`config.mk`:
```
export PLATFORM = sky130hd
export DESIGN_NAME = kds_queue
export DESIGN_NICKNAME = d
export VERILOG_FILES = /design/src/kds_pkg.sv /design/src/kds_queue.sv
export SDC_FILE = /design/constraint.sdc
export NUM_CORES = 1
export LEC_CHECK = 0
export BUFFER_PORTS_ARGS = -buffer_cell sky130_fd_sc_hd__buf_2
export CAP_MARGIN = 5
export CORE_AREA = 2 2 222 224
export DETAILED_ROUTE_END_ITERATION = 7
export DIE_AREA = 0 0 224 226
export PLACE_DENSITY = 0.66
export SLEW_MARGIN = 30
export SYNTH_ARGS = -nofsm -noshare
export SYNTH_HDL_FRONTEND = slang
export SYNTH_SLANG_ARGS = --single-unit
```
`constraint.sdc`:
```
create_clock -name clk -period 18.44 [get_ports clk]
set_input_delay 2.766 -clock clk [delete_from_list [all_inputs] [get_ports clk]]
set_output_delay 2.766 -clock clk [all_outputs]
set_load 0.05 [all_outputs]
```
`src/kds_pkg.sv`:
```
`timescale 1ns / 1ps
// ----------------------------------------------------------------------------
// Keyed descriptor store package
// Shared types, widths and codes for the keyed descriptor store.
// ----------------------------------------------------------------------------
package kds_pkg;

    localparam int KEY_W      = 256;
    localparam int BYTE_W     = 8;
    localparam int REQ_LEN_W  = 10;
    localparam int FLEN_W     = 7;
    localparam int COUNT_OUT_W = 5;

    localparam int DEF_ENTRIES   = 16;
    localparam int DEF_MAX_BYTES = 64;

    // Result status codes.
    typedef enum logic [1:0] {
        STAT_OK        = 2'd0,
        STAT_BAD       = 2'd1,
        STAT_NOT_FOUND = 2'd2,
        STAT_FULL      = 2'd3
    } status_t;

    // State of the persist sequence in progress.
    typedef enum logic [1:0] {
        PS_IDLE = 2'd0,
        PS_OK   = 2'd1,
        PS_BAD  = 2'd2,
        PS_FULL = 2'd3
    } pstat_t;

    // Back end sequencer states.
    typedef enum logic [3:0] {
        BS_IDLE,
        BS_CMP,
        BS_SEL,
        BS_LEN,
        BS_ONE,
        BS_RD,
        BS_RDW,
        BS_EXEC,
        BS_DONE
    } back_state_t;

    // Classified command word passed from front to back.
    typedef struct packed {
        logic                 is_resolve;
        logic                 first;
        logic                 bad;
        logic [KEY_W-1:0]     key;
        logic [BYTE_W-1:0]    data;
        logic                 last;
        logic [REQ_LEN_W-1:0] cap;
        logic                 want;
    } cmd_t;

endpackage

```
`src/kds_queue.sv`:
```
`timescale 1ns / 1ps
// ----------------------------------------------------------------------------
// Keyed descriptor store command queue
// Two-entry register queue between the front and back ends.
// ----------------------------------------------------------------------------
module kds_queue (
    input  logic          clk,
    input  logic          rst_n,
    input  logic          push,
    input  kds_pkg::cmd_t push_cmd,
    input  logic          pop,
    output kds_pkg::cmd_t head_cmd,
    output logic          full,
    output logic          empty
);
    import kds_pkg::*;

    cmd_t       slot_reg [2];
    logic       wr_ptr_reg;
    logic       rd_ptr_reg;
    logic [1:0] cnt_reg;

    assign full     = (cnt_reg == 2'd2);
    assign empty    = (cnt_reg == 2'd0);
    assign head_cmd = slot_reg[rd_ptr_reg];

    // Storage for queued commands.
    always_ff @(posedge clk)
    begin
        if (push)
        begin
            slot_reg[wr_ptr_reg] <= push_cmd;
        end
    end

    // Pointers and fill level.
    always_ff @(posedge clk or negedge rst_n)
    begin
        if (!rst_n)
        begin
            wr_ptr_reg <= 1'b0;
            rd_ptr_reg <= 1'b0;
            cnt_reg    <= 2'd0;
        end
        else
        begin
            if (push)
            begin
                wr_ptr_reg <= !wr_ptr_reg;
            end
            if (pop)
            begin
                rd_ptr_reg <= !rd_ptr_reg;
            end
            if (push && !pop)
            begin
                cnt_reg <= cnt_reg + 2'd1;
            end
            else if (pop && !push)
            begin
                cnt_reg <= cnt_reg - 2'd1;
            end
        end
    end

endmodule

```
==> impl_results.md <==
* Outcome: complete, no violations
* Initial Util at 0.437
* Unique cell type count in the Yosys netlist at 13
* Tot GR Track Use at 0.167
* Core footprint at 0.0483 mm^2
* Root buffer cell: clkbuf_16
* Final Slew Violations at 0
* CTS tree: yes
* Max IR drop VDD at approximately 0.12 mV
* Post-route cell area at between 0.02 and 0.03 mm^2
* Placer Congestion at between 0.8 and 0.9
* List of most frequent post-synthesis cells: edfxtp_1, mux2_4, mux2_2
* Grt ovf at 0
* Leading area contributor after synthesis: edfxtp_1
* Initial antenna violation count at 21
* # DRC at 0
* Number of nets in the layout at 1769
* Worst min path class: reg -> reg
* Reg2reg setup slack at 15.47 ns
* Rows at between 80 and 90
* Fin Clk Skew at about 0.0088 ns
* Seq. cell area at 0.0169 mm^2
* Clock Latency Late Sink at 0.58 ns
* Number of flops mapped to enable cells by yosys at around 560
* Post-Route WL at between 40 and 50 mm
* Crit share post-route at 0.343
* Cells after synthesis at around 880
* Total power at about 0.0049 W
* Die span in x at 224 um
* Mean Syn Cell Area at around 24 um^2
* Setup CP Type: reg -> out
* Number of clock sinks at between 500 and 600
* First-pass GRT wire length at 63.1 mm
* Max-Cap Viols at 0
* Crit Path Max Fanout at 54
* Synth top area share at 0.793
* Placed cells at between 2000 and 2500
* Placed cell area at roughly 0.025 mm^2
* Synthesized Nets at around 1200
* Post-CTS setup buffers at 0
* DRT antenna net count at 0
* Final min period at ~6.3 ns
* Pre-CTS setup slack at 12.39 ns
* Multi-input logic area at around 0.0040 mm^2
* Drt pass-1 iters at 4
* Setup TNS at 0 ns
* Largest net degree at the start of global routing at ~150
* Post-DR wirelength/cell at roughly 21 um
* Post-Syn Area at about 0.021 mm^2
* Crit start category: register
* Setup violators final at 0
* Sequential share of the synthesized area at 0.798
* Vias/cell at 4.79
* Setup ws final at 12.12 ns
* Worst Path Arrival at 3.55 ns
* Number of global-route vias before repair at roughly 11000
* Setup crit end kind: output port
* Count leader, synth: edfxtp_1
* Max reg flops at around 560
* Port bufs at 563
* Synth warn at 0
* Number of H-tree levels at 2
* FMAX at ~160 MHz
* Die height at 226 um
* Hold_buf cts at 0
* Layout area overhead at 24.6%
* IO Count at about 560
* Clock-pin slew on the worst setup and hold paths at ~0.060 ns
* PwrDens at 185 mW/mm^2
* Post-synth top flop: edfxtp_1
* DR vias at approximately 10000
* Maximum buffer depth of the clock tree at 3
* CP required at between 15 and 20 ns
* Worst relative slew slack at 0.389
* Post-DP HPWL at 31.1 mm
* Iter 0 DRT Violations at 507
* Top post-synthesis cells by area: edfxtp_1, mux2_4, mux2_2, buf_6, dfrtp_1
* DIE AREA at 0.0506 mm^2
* PostCTS Resize Cnt at 0
* RSZ-0062 raised after global routing: no
* Leakage at roughly 10 nW
* Ys async rst share at 0.00712
* Synthesis-stage register bit count at 562
* Layout cells sized above 1 at 0.611
* Inserted Clock Buffers at between 50 and 60
* Worst slew pin tran at slightly above 0.9 ns
* Final Hold Viols at 0
* Filler cells at 3804
* Finished Layout Cells at ~2200
-- layout by cell type, fill, tap and decap left out --
cell type | netlist | routed
buf_6 | 23 | 5
mux2_4 | 200 | 200
ha_1 | 1 | 1
buf_4 | 0 | 4
buf_16 | 0 | 2
clkbuf_16 | 0 | 57
inv_6 | 0 | 1
clkinv_2 | 0 | 10
diode_2 | 0 | 6
clkinv_1 | 0 | 12
clkbuf_1 | 0 | 11
mux2_2 | 79 | 79
xnor2_1 | 1 | 1
buf_12 | 0 | 1
nor2_1 | 2 | 2
buf_2 | 8 | 563
nor2b_4 | 0 | 1
bufinv_16 | 0 | 3
inv_8 | 0 | 1
nor2b_1 | 2 | 1
dfrtp_4 | 0 | 1
clkinvlp_4 | 0 | 4
edfxtp_1 | 558 | 558
inv_1 | 1 | 1
dfrtp_1 | 4 | 3
and2_4 | 0 | 1
xor2_1 | 4 | 4
-- critical path: stages (launching register included) --
cell and delay (ns):
dfrtp_4 0.70, buf_16 0.30, buf_4 0.64, buf_6 0.65, mux2_2 0.42, buf_2 0.22
-- power breakdown --
group | total, W | internal [W] | switching (W)
registers | 0.00177 | 0.00170 | 0.0000706
clock network | 0.00105 | 0.000605 | 0.000446
logic | 0.00205 | 0.000614 | 0.00143
total | 0.00487 | 0.00292 | 0.00195
-- worst paths after layout --
check                                 from               end  cells past startpoint
worst max-delay path            rd_ptr_reg      head_cmd[44]                      5
worst min-delay path            cnt_reg[1]        cnt_reg[1]                      1
worst max register to register  wr_ptr_reg  slot_reg[0][131]                      3
worst min register to register  cnt_reg[1]        cnt_reg[1]                      1
max in group asynchronous            rst_n        rd_ptr_reg                      1
min in group asynchronous            rst_n        rd_ptr_reg                      1
-- routing by layer --
layer	vias up	global-route usage	wire (um)
met5	-	0	168
met4	28	0.0622	1100
met3	98	0.0778	4530
met2	419	0.282	22300
met1	5030	0.183	16300
li1	4752	-	-
-- kinds of logic after synthesis --
logic type | after synthesis | synth area share
flip-flops | 562 | 0.798
buffers and inverters | 32 | 0.0143
AND/OR/NAND/NOR | 5 | 0.00124
multiplexers | 279 | 0.184
XOR/XNOR | 5 | 0.00207
adder cells (fa/ha/maj) | 1 | 0.000592
-- cell type report --
cell class | count | area share
Sequential cell | 562 | 0.640
Multi-Input combinational cell | 290 | 0.151
Timing Repair Buffer | 575 | 0.113
Clock buffer | 68 | 0.0558
Tap cell | 622 | 0.0296
Clock inverter | 31 | 0.00894
Antenna cell | 6 | 0.000570
Inverter | 1 | 0.000143
-- stage by stage --
stage,util,hold slack [ns]
2_1_floorplan,-,0.455
3_3_place_gp,0.507,0.475
3_5_place_dp,0.508,0.503
4_1_cts,0.543,0.517
5_1_grt,0.544,0.521
6_report,0.545,0.510
Power figures use the tool's default switching activity.
