[src/kds_pkg.sv]
`timescale 1ns / 1ps
// ----------------------------------------------------------------------------
// Keyed descriptor store package
// Shared types, widths and codes for the keyed descriptor store.
// ----------------------------------------------------------------------------
package kds_pkg;

    localparam int KEY_W      = 256;
    localparam int BYTE_W     = 8;
    localparam int REQ_LEN_W  = 10;
    localparam int FLEN_W     = 7;
    localparam int COUNT_OUT_W = 5;

    localparam int DEF_ENTRIES   = 16;
    localparam int DEF_MAX_BYTES = 64;

    // Result status codes.
    typedef enum logic [1:0] {
        STAT_OK        = 2'd0,
        STAT_BAD       = 2'd1,
        STAT_NOT_FOUND = 2'd2,
        STAT_FULL      = 2'd3
    } status_t;

    // State of the persist sequence in progress.
    typedef enum logic [1:0] {
        PS_IDLE = 2'd0,
        PS_OK   = 2'd1,
        PS_BAD  = 2'd2,
        PS_FULL = 2'd3
    } pstat_t;

    // Back end sequencer states.
    typedef enum logic [3:0] {
        BS_IDLE,
        BS_CMP,
        BS_SEL,
        BS_LEN,
        BS_ONE,
        BS_RD,
        BS_RDW,
        BS_EXEC,
        BS_DONE
    } back_state_t;

    // Classified command word passed from front to back.
    typedef struct packed {
        logic                 is_resolve;
        logic                 first;
        logic                 bad;
        logic [KEY_W-1:0]     key;
        logic [BYTE_W-1:0]    data;
        logic                 last;
        logic [REQ_LEN_W-1:0] cap;
        logic                 want;
    } cmd_t;

endpackage

[src/kds_front.sv]
`timescale 1ns / 1ps
// ----------------------------------------------------------------------------
// Keyed descriptor store front end
// Accepts input words, tracks persist framing and checks first words.
// ----------------------------------------------------------------------------
module kds_front #(
    parameter int MAX_BYTES = kds_pkg::DEF_MAX_BYTES
) (
    input  logic                          clk,
    input  logic                          rst_n,
    input  logic                          in_valid,
    output logic                          in_stall,
    input  logic                          req_type,
    input  logic [63:0]                   key_w0,
    input  logic [63:0]                   key_w1,
    input  logic [63:0]                   key_w2,
    input  logic [63:0]                   key_w3,
    input  logic [kds_pkg::REQ_LEN_W-1:0] pay_length,
    input  logic [7:0]                    in_byte,
    input  logic                          in_last,
    input  logic [kds_pkg::REQ_LEN_W-1:0] read_capacity,
    input  logic                          want_bytes,
    input  logic                          q_full,
    output logic                          q_push,
    output kds_pkg::cmd_t                 q_cmd
);
    import kds_pkg::*;

    logic open_reg;
    logic open_next;
    logic [KEY_W-1:0] key_all;

    assign key_all  = {key_w3, key_w2, key_w1, key_w0};
    assign in_stall = q_full;
    assign q_push   = in_valid && !q_full;

    // Classify the word: a persist word is first when no sequence is open.
    always_comb
    begin
        q_cmd.is_resolve = req_type;
        q_cmd.first      = !req_type && !open_reg;
        q_cmd.bad        = (pay_length == '0) ||
                           (pay_length > REQ_LEN_W'(MAX_BYTES)) ||
                           (key_all == '0);
        q_cmd.key        = key_all;
        q_cmd.data       = in_byte;
        q_cmd.last       = in_last;
        q_cmd.cap        = read_capacity;
        q_cmd.want       = want_bytes;
    end

    // A persist sequence stays open until its last word.
    always_comb
    begin
        open_next = open_reg;
        if (q_push && !req_type)
        begin
            open_next = !in_last;
        end
    end

    always_ff @(posedge clk or negedge rst_n)
    begin
        if (!rst_n)
        begin
            open_reg <= 1'b0;
        end
        else
        begin
            open_reg <= open_next;
        end
    end

endmodule

[config.mk]
export PLATFORM = sky130hd
export DESIGN_NAME = kds_front
export DESIGN_NICKNAME = d
export VERILOG_FILES = /design/src/kds_pkg.sv /design/src/kds_front.sv
export SDC_FILE = /design/constraint.sdc
export NUM_CORES = 1
export LEC_CHECK = 0
export ABC_CLOCK_PERIOD_IN_PS = 2800
export BUFFER_PORTS_ARGS = -buffer_cell sky130_fd_sc_hd__buf_4
export CORE_AREA = 3 3 221 223
export CTS_CLUSTER_DIAMETER = 120
export DETAILED_ROUTE_END_ITERATION = 10
export DIE_AREA = 0 0 224 226
export RECOVER_POWER = 100
export SYNTH_ARGS = -nofsm -noshare
export SYNTH_HDL_FRONTEND = slang
export SYNTH_SLANG_ARGS = --single-unit
[constraint.sdc]
create_clock -name clk -period 2.8 [get_ports clk]
set_input_delay 0.56 -clock clk [delete_from_list [all_inputs] [get_ports clk]]
set_output_delay 0.56 -clock clk [all_outputs]
set_load 0.005 [all_outputs]
==> reports/metrics.cfg, run 1 <==
[outcome]
status=complete, no violations

[job]
drv_cap=0

[timing]
finClkSkew_ns=0
worst_slew_pin_slew_ns=0.684
slew_headroom_pct=54.0
finalMaxSlewViolations=0
report.final.hold_viol_count=0
period_minus_slack_ns=2.78
setup_viol=0
fin_crit_sh_pct=99.3
rsz0062_at_grt=true
fmaxAchievable_mhz=360
tns_ns=0

[global_route]
grt_usage_pct=5.92
grt_pass1_vias=3559
grt_max_degree=5
antenna_found_initial=1
grt_remaining_overflow=0
grt_pass1_wl_um=22300

[finish]
final_nets=939
largest_reg_flops=1
fillCellCount=5338
layout_commonest_cell=buf_4
fin_cells=1254
area_growth_pct=111
final_cell_mix=buf_4 (545), nor4_1 (50), nand4_1 (17), nor4_2 (11), nor4_4 (7)
layout-drive-gt1-share_pct=88.2

[placed_design]
hpwl_um=17000
gp_congestion=0.838
post-place-cells=1253
port_buffers=533

[logic_synthesis]
yosys_register_bits=1
yosysSeqAreaShare_pct=0.923
yosys_warnings=0
syn_area_um2=2710
synth.distinct_cells=14
netlist_instances=374
synth_fp_nets=665
syn_area_per_cell_um2=7.25

[setup_path]
critPathKind=primary input to output port
arrival_ns=2.22
crit_path_end_kind=output port
start_kind=primary input
r2r-start=open_reg$_DFFE_PN0P_
reg2regPathDepth=2
worstSetupEndpoint=q_cmd[276]
cp.required_ns=2.24
crit_path_start=key_w2[1]
reg2reg_slack_ns=2.16
r2r_end=open_reg$_DFFE_PN0P_
crit_fanout=2

[drt]
vias_per_cell=2.81
dr.pass1.iters=4
drt_iter0_drc=78
wire_per_inst_um=14.5
vias=3528
drc=0
wl_um=18200
drtAntennaViolNets=0

[floorplanning]
die_w_um=224
fp.coreArea_um2=46800
start_util_pct=5.80
die_h_um=226
dieArea_um2=50600
io_pins=572
rows=79

[clock_tree]
post_cts_buffers=0
clkTransAtPathRegs_ns=0
clk_latency_ns=0

[power]
max-vdd-ir-drop_uv=91.2
internal-power_uw=513
p_clk_share_pct=0
pwr-share-seq_pct=2.3
powerDensity_nw_per_um2=139
switchingPower_uw=283
combPwrFrac_pct=97.7
leakage_uw=0.00278
switching_share_pct=35.5

[min_path]
hp-class=primary input to asynchronous set/reset pin

## critical path: stages
cell and delay, ns:
buf_4 0.11, nor4_1 0.61, nand4_1 0.17, nor4_1 0.22, buf_4 0.19, nand4_1 0.13, nand3_1 0.11, buf_4 0.11
## power groups by stage
stage / sequential [uW] / clock, uW / combinational [uW]
5_1_grt: 18.3 / 0.0000478 / 826
2_1_floorplan: 17.8 / 0 / 345
6_report: 18.1 / 0.0000478 / 778
3_5_place_dp: 18.1 / 0 / 761
3_3_place_gp: 18.0 / 0 / 759
4_1_cts: 18.1 / 0 / 778
## per-stage QoR
step,worst slack [ns],cell area (um2),power [uW],util (%),hold slack [ns]
final,0.0187,5710,796,12.2,0.356
after global routing,-0.160,5710,845,12.2,0.360
after CTS,-0.112,5640,796,12.1,0.337
after detailed placement,-0.794,5510,779,11.8,0.337
after global placement,-0.811,5510,777,11.8,0.336
after floorplan,0.816,2710,363,-,0.264
## timing repair
| action | 4_1_cts | 5_1_grt |
|---|---|---|
| setup endpoints to repair | 1 | 1 |
| resized for setup | 20 | 10 |
| pin swaps | 8 | 9 |
| hold buffers | 0 | 0 |
## synth_stat cells, drive strengths merged
master	n	area share, %
nor3	2	0.55
xnor2	1	0.32
dfrtp	1	0.92
buf	278	77
o31ai	1	0.28
nand3	1	0.18
inv	1	0.14
or4	1	0.42
nand2b	1	0.23
nor2	1	0.14
o21ai	1	0.18
nor4	68	16
nand4	17	3.9
## worst min path at each step
| stage | start | slack [ns] | end | cells past startpoint |
|---|---|---|---|---|
| floorplan | rst_n | 0.26 | open_reg$_DFFE_PN0P_ | 0 |
| global placement | rst_n | 0.34 | open_reg$_DFFE_PN0P_ | 1 |
| detailed placement | rst_n | 0.34 | open_reg$_DFFE_PN0P_ | 1 |
| CTS | rst_n | 0.34 | open_reg$_DFFE_PN0P_ | 1 |
| global route | rst_n | 0.36 | open_reg$_DFFE_PN0P_ | 1 |
| finish | rst_n | 0.36 | open_reg$_DFFE_PN0P_ | 1 |
## kinds of logic after synthesis
kind of cell / after synthesis / synth area share, %
DFF: 1 / 0.923
and+or+nand+nor: 91 / 21.1
xor gates and xnor gates: 1 / 0.323
buffers and inverters: 279 / 77.1
AOI/OAI and AO/OA: 2 / 0.462
## area by class of cell
class	count	area [um2]	share of cell area, %
Multi-Input combinational cell	94	768	13.5
Tap cell	607	759	13.3
Timing Repair Buffer	550	4150	72.7
Sequential cell	1	25.0	0.439
Antenna cell	1	2.50	0.0439
Inverter	1	3.75	0.0658
## routing by layer
metal	global-route usage, %	vias up	part of all wire, %
li1	-	1578	-
met1	5.69	1582	32
met2	12.3	331	54
met3	1.09	37	9.5
met4	2.17	0	3.9
met5	0	-	0
Note: power is estimated with default switching activity, not from simulation.
==> run 2, diff against run 1 <==
--- a/config.mk
+++ b/config.mk
@@ -6,11 +6,13 @@
 export NUM_CORES = 1
 export LEC_CHECK = 0
+export ABC_AREA = 1
 export ABC_CLOCK_PERIOD_IN_PS = 2800
 export BUFFER_PORTS_ARGS = -buffer_cell sky130_fd_sc_hd__buf_4
-export CORE_AREA = 3 3 221 223
+export CORE_AREA = 3 3 219 221
 export CTS_CLUSTER_DIAMETER = 120
 export DETAILED_ROUTE_END_ITERATION = 10
-export DIE_AREA = 0 0 224 226
+export DIE_AREA = 0 0 222 224
 export RECOVER_POWER = 100
+export SKIP_LAST_GASP = 1
 export SYNTH_ARGS = -nofsm -noshare
 export SYNTH_HDL_FRONTEND = slang
==> constraint.sdc (replaced) <==
create_clock -name clk -period 2.8 [get_ports clk]
set_input_delay 0.14 -clock clk [delete_from_list [all_inputs] [get_ports clk]]
set_output_delay 0.14 -clock clk [all_outputs]
set_load 0.005 [all_outputs]
==> reports/metrics.cfg, run 2 <==
[logic_synthesis]
synth_compound_area_share_pct=0.397
synth.distinct_cells=11
post_synth_xor_area_fraction_pct=0
synthSimpleGateAreaFrac_pct=32.3
ys.flop_type=dfrtp_1
syn_area_per_cell_um2=5.72
yosys_register_bits=1
synth_area_leader_cell=buf_4
synth-edff-count=0
post-synth-top-count-cell=buf_4
synth_fa_ha_area_share_pct=0
synth_fp_nets=842
synth.area.top_cells=buf_4 (66%), nor2_1 (21%), nand2_1 (11%), dfrtp_1 (0.79%), nor3_2 (0.32%)
netlist_instances=551
yosys_warnings=0
synth_common_cells=buf_4 (278), nor2_1 (175), nand2_1 (89)
synth_top_family_by_area=buffers and inverters
synth_top_area_share_pct=66.2
muxShareOfSynthArea_pct=0
async_reset_ff_share_pct=100
yosysSeqAreaShare_pct=0.794
syn_area_um2=3150

[finish]
final_nets=1101
layout_commonest_cell=buf_4
fillCellCount=5410
layout-drive-gt1-share_pct=58.4
fin_cells=1415
largest_reg_flops=1
final_cell_mix=buf_4 (270), clkbuf_4 (201), nor2_1 (175), nand2_1 (89), clkbuf_1 (63)
insertedDiodeCount=0
area_growth_pct=77.9

[setup_path]
r2r-start=open_reg$_DFFE_PN0P_
r2r_end=open_reg$_DFFE_PN0P_
crit_fanout=2
arrival_ns=1.61
crit_path_start=key_w1[43]
cp.required_ns=2.66
start_kind=primary input
reg2regPathDepth=2
reg2reg_slack_ns=2.18
critPathKind=primary input to output port
crit_path_end_kind=output port

[floorplanning]
die_h_um=224
rows=79
die_w_um=222
io_pins=572
fp.coreArea_um2=46400
dieArea_um2=49700
start_util_pct=6.80

[min_path]
min_from=read_capacity[4]
hold_depth=0
min_to=q_cmd[5]
hp-class=primary input to output port

[drt]
vias_per_cell=2.76
drt_iter0_drc=126
met3_wirelength_um=2220
wl_met2_um=9160
routed.top_layer=met5
vias=3908
wire_per_inst_um=13.3
drtAntennaViolNets=0
wl_um=18800
met1_length_um=7030
dr.pass1.iters=4
drc=0

[timing]
period_minus_slack_ns=1.75
rsz0062_at_grt=false
report.final.hold_viol_count=0
fmaxAchievable_mhz=570
tns_ns=0
setup_viol=0
slew_headroom_pct=73.3
fin_crit_sh_pct=62.7
finClkSkew_ns=0
finalMaxSlewViolations=0
worst_slew_pin_slew_ns=0.402

[clock_tree]
cts_resized=0
clk_latency_ns=0
post_cts_buffers=0

[job]
drv_cap=0

[power]
leakage_uw=0.00267
max-vdd-ir-drop_uv=37.5
powerDensity_nw_per_um2=133

[global_route]
grt_pass1_vias=3867
grt_pass1_wl_um=24800
antenna_found_initial=2
grt_remaining_overflow=0
grt_max_degree=4
grt_usage_pct=6.62

[placed_design]
gp_congestion=0.890
hpwl_um=18100
post-place-cells=1414
port_buffers=533

[outcome]
status=complete, no violations

## run 2: cell types whose count changed after synthesis, sizes merged, moves of 17 or more
cell / before / now
nor2: 1 / 175
nand2: 0 / 89
nand4: 17 / 0
nor4: 68 / 1
## run 2: how the worst max path moves through the flow
stage            endpoint  slack (ns)  cells past startpoint
6_report       q_cmd[276]        1.05                     11
5_1_grt        q_cmd[276]        0.76                     11
4_1_cts        q_cmd[276]        0.88                     11
3_5_place_dp   q_cmd[276]        0.89                     11
3_3_place_gp   q_cmd[276]        0.88                     11
2_1_floorplan  q_cmd[276]        1.88                      5
## run 2: what timing repair did
| action | in CTS | in global routing |
|---|---|---|
| hold buffers | 1 | 0 |
| setup endpoints to repair | 0 | 0 |
| hold endpoints to repair | 1 | 0 |
## run 2: worst max-delay path, cell delays in order
cell and delay [ns]:
buf_4 0.11, nor2_1 0.20, nand2_1 0.09, nor2_1 0.15, nand2_1 0.13, nor2_1 0.10, nand2_1 0.11, nor2_1 0.27
nand2_1 0.12, nand2_1 0.07, clkbuf_4 0.12
## run 2: area by class of cell
class	count	area [um2]	area share, %
repair buffers	535	3780	67.5
multi-input cells	270	1030	18.4
well taps	607	759	13.5
flip-flops and latches	1	25.0	0.446
inverters	2	7.51	0.134
## run 2: stage by stage
stage / setup slack [ns] / hold slack, ns / util, % / area (um2) / total power, uW
after global routing: 0.761 / 0.280 / 12.1 / 5610 / 807
final: 1.05 / 0.280 / 12.1 / 5610 / 748
after CTS: 0.879 / 0.280 / 12.6 / 5840 / 813
after global placement: 0.878 / -0.0843 / 12.6 / 5830 / 807
after detailed placement: 0.886 / -0.0833 / 12.6 / 5830 / 810
after floorplan: 1.88 / -0.156 / - / 3150 / 399
## run 2: kinds of logic (layout without fill, tap and decap cells)
| family | Yosys count | after routing |
|---|---|---|
| DFF | 1 | 1 |
| buffers and inverters | 280 | 537 |
| and+or+nand+nor | 268 | 268 |
| AOI/OAI and AO/OA | 2 | 2 |
## run 2: power by group
part / switching (uW) / internal (uW)
logic: 281 / 448
registers: 1.15 / 17.0
clock network: 0 / 0
total: 282 / 465
## run 2: layer usage
layer	vias up	global-route usage (%)
li1	1903	-
met1	1693	7.64
met2	292	11.9
met3	18	2.67
met4	2	0.764
met5	-	0
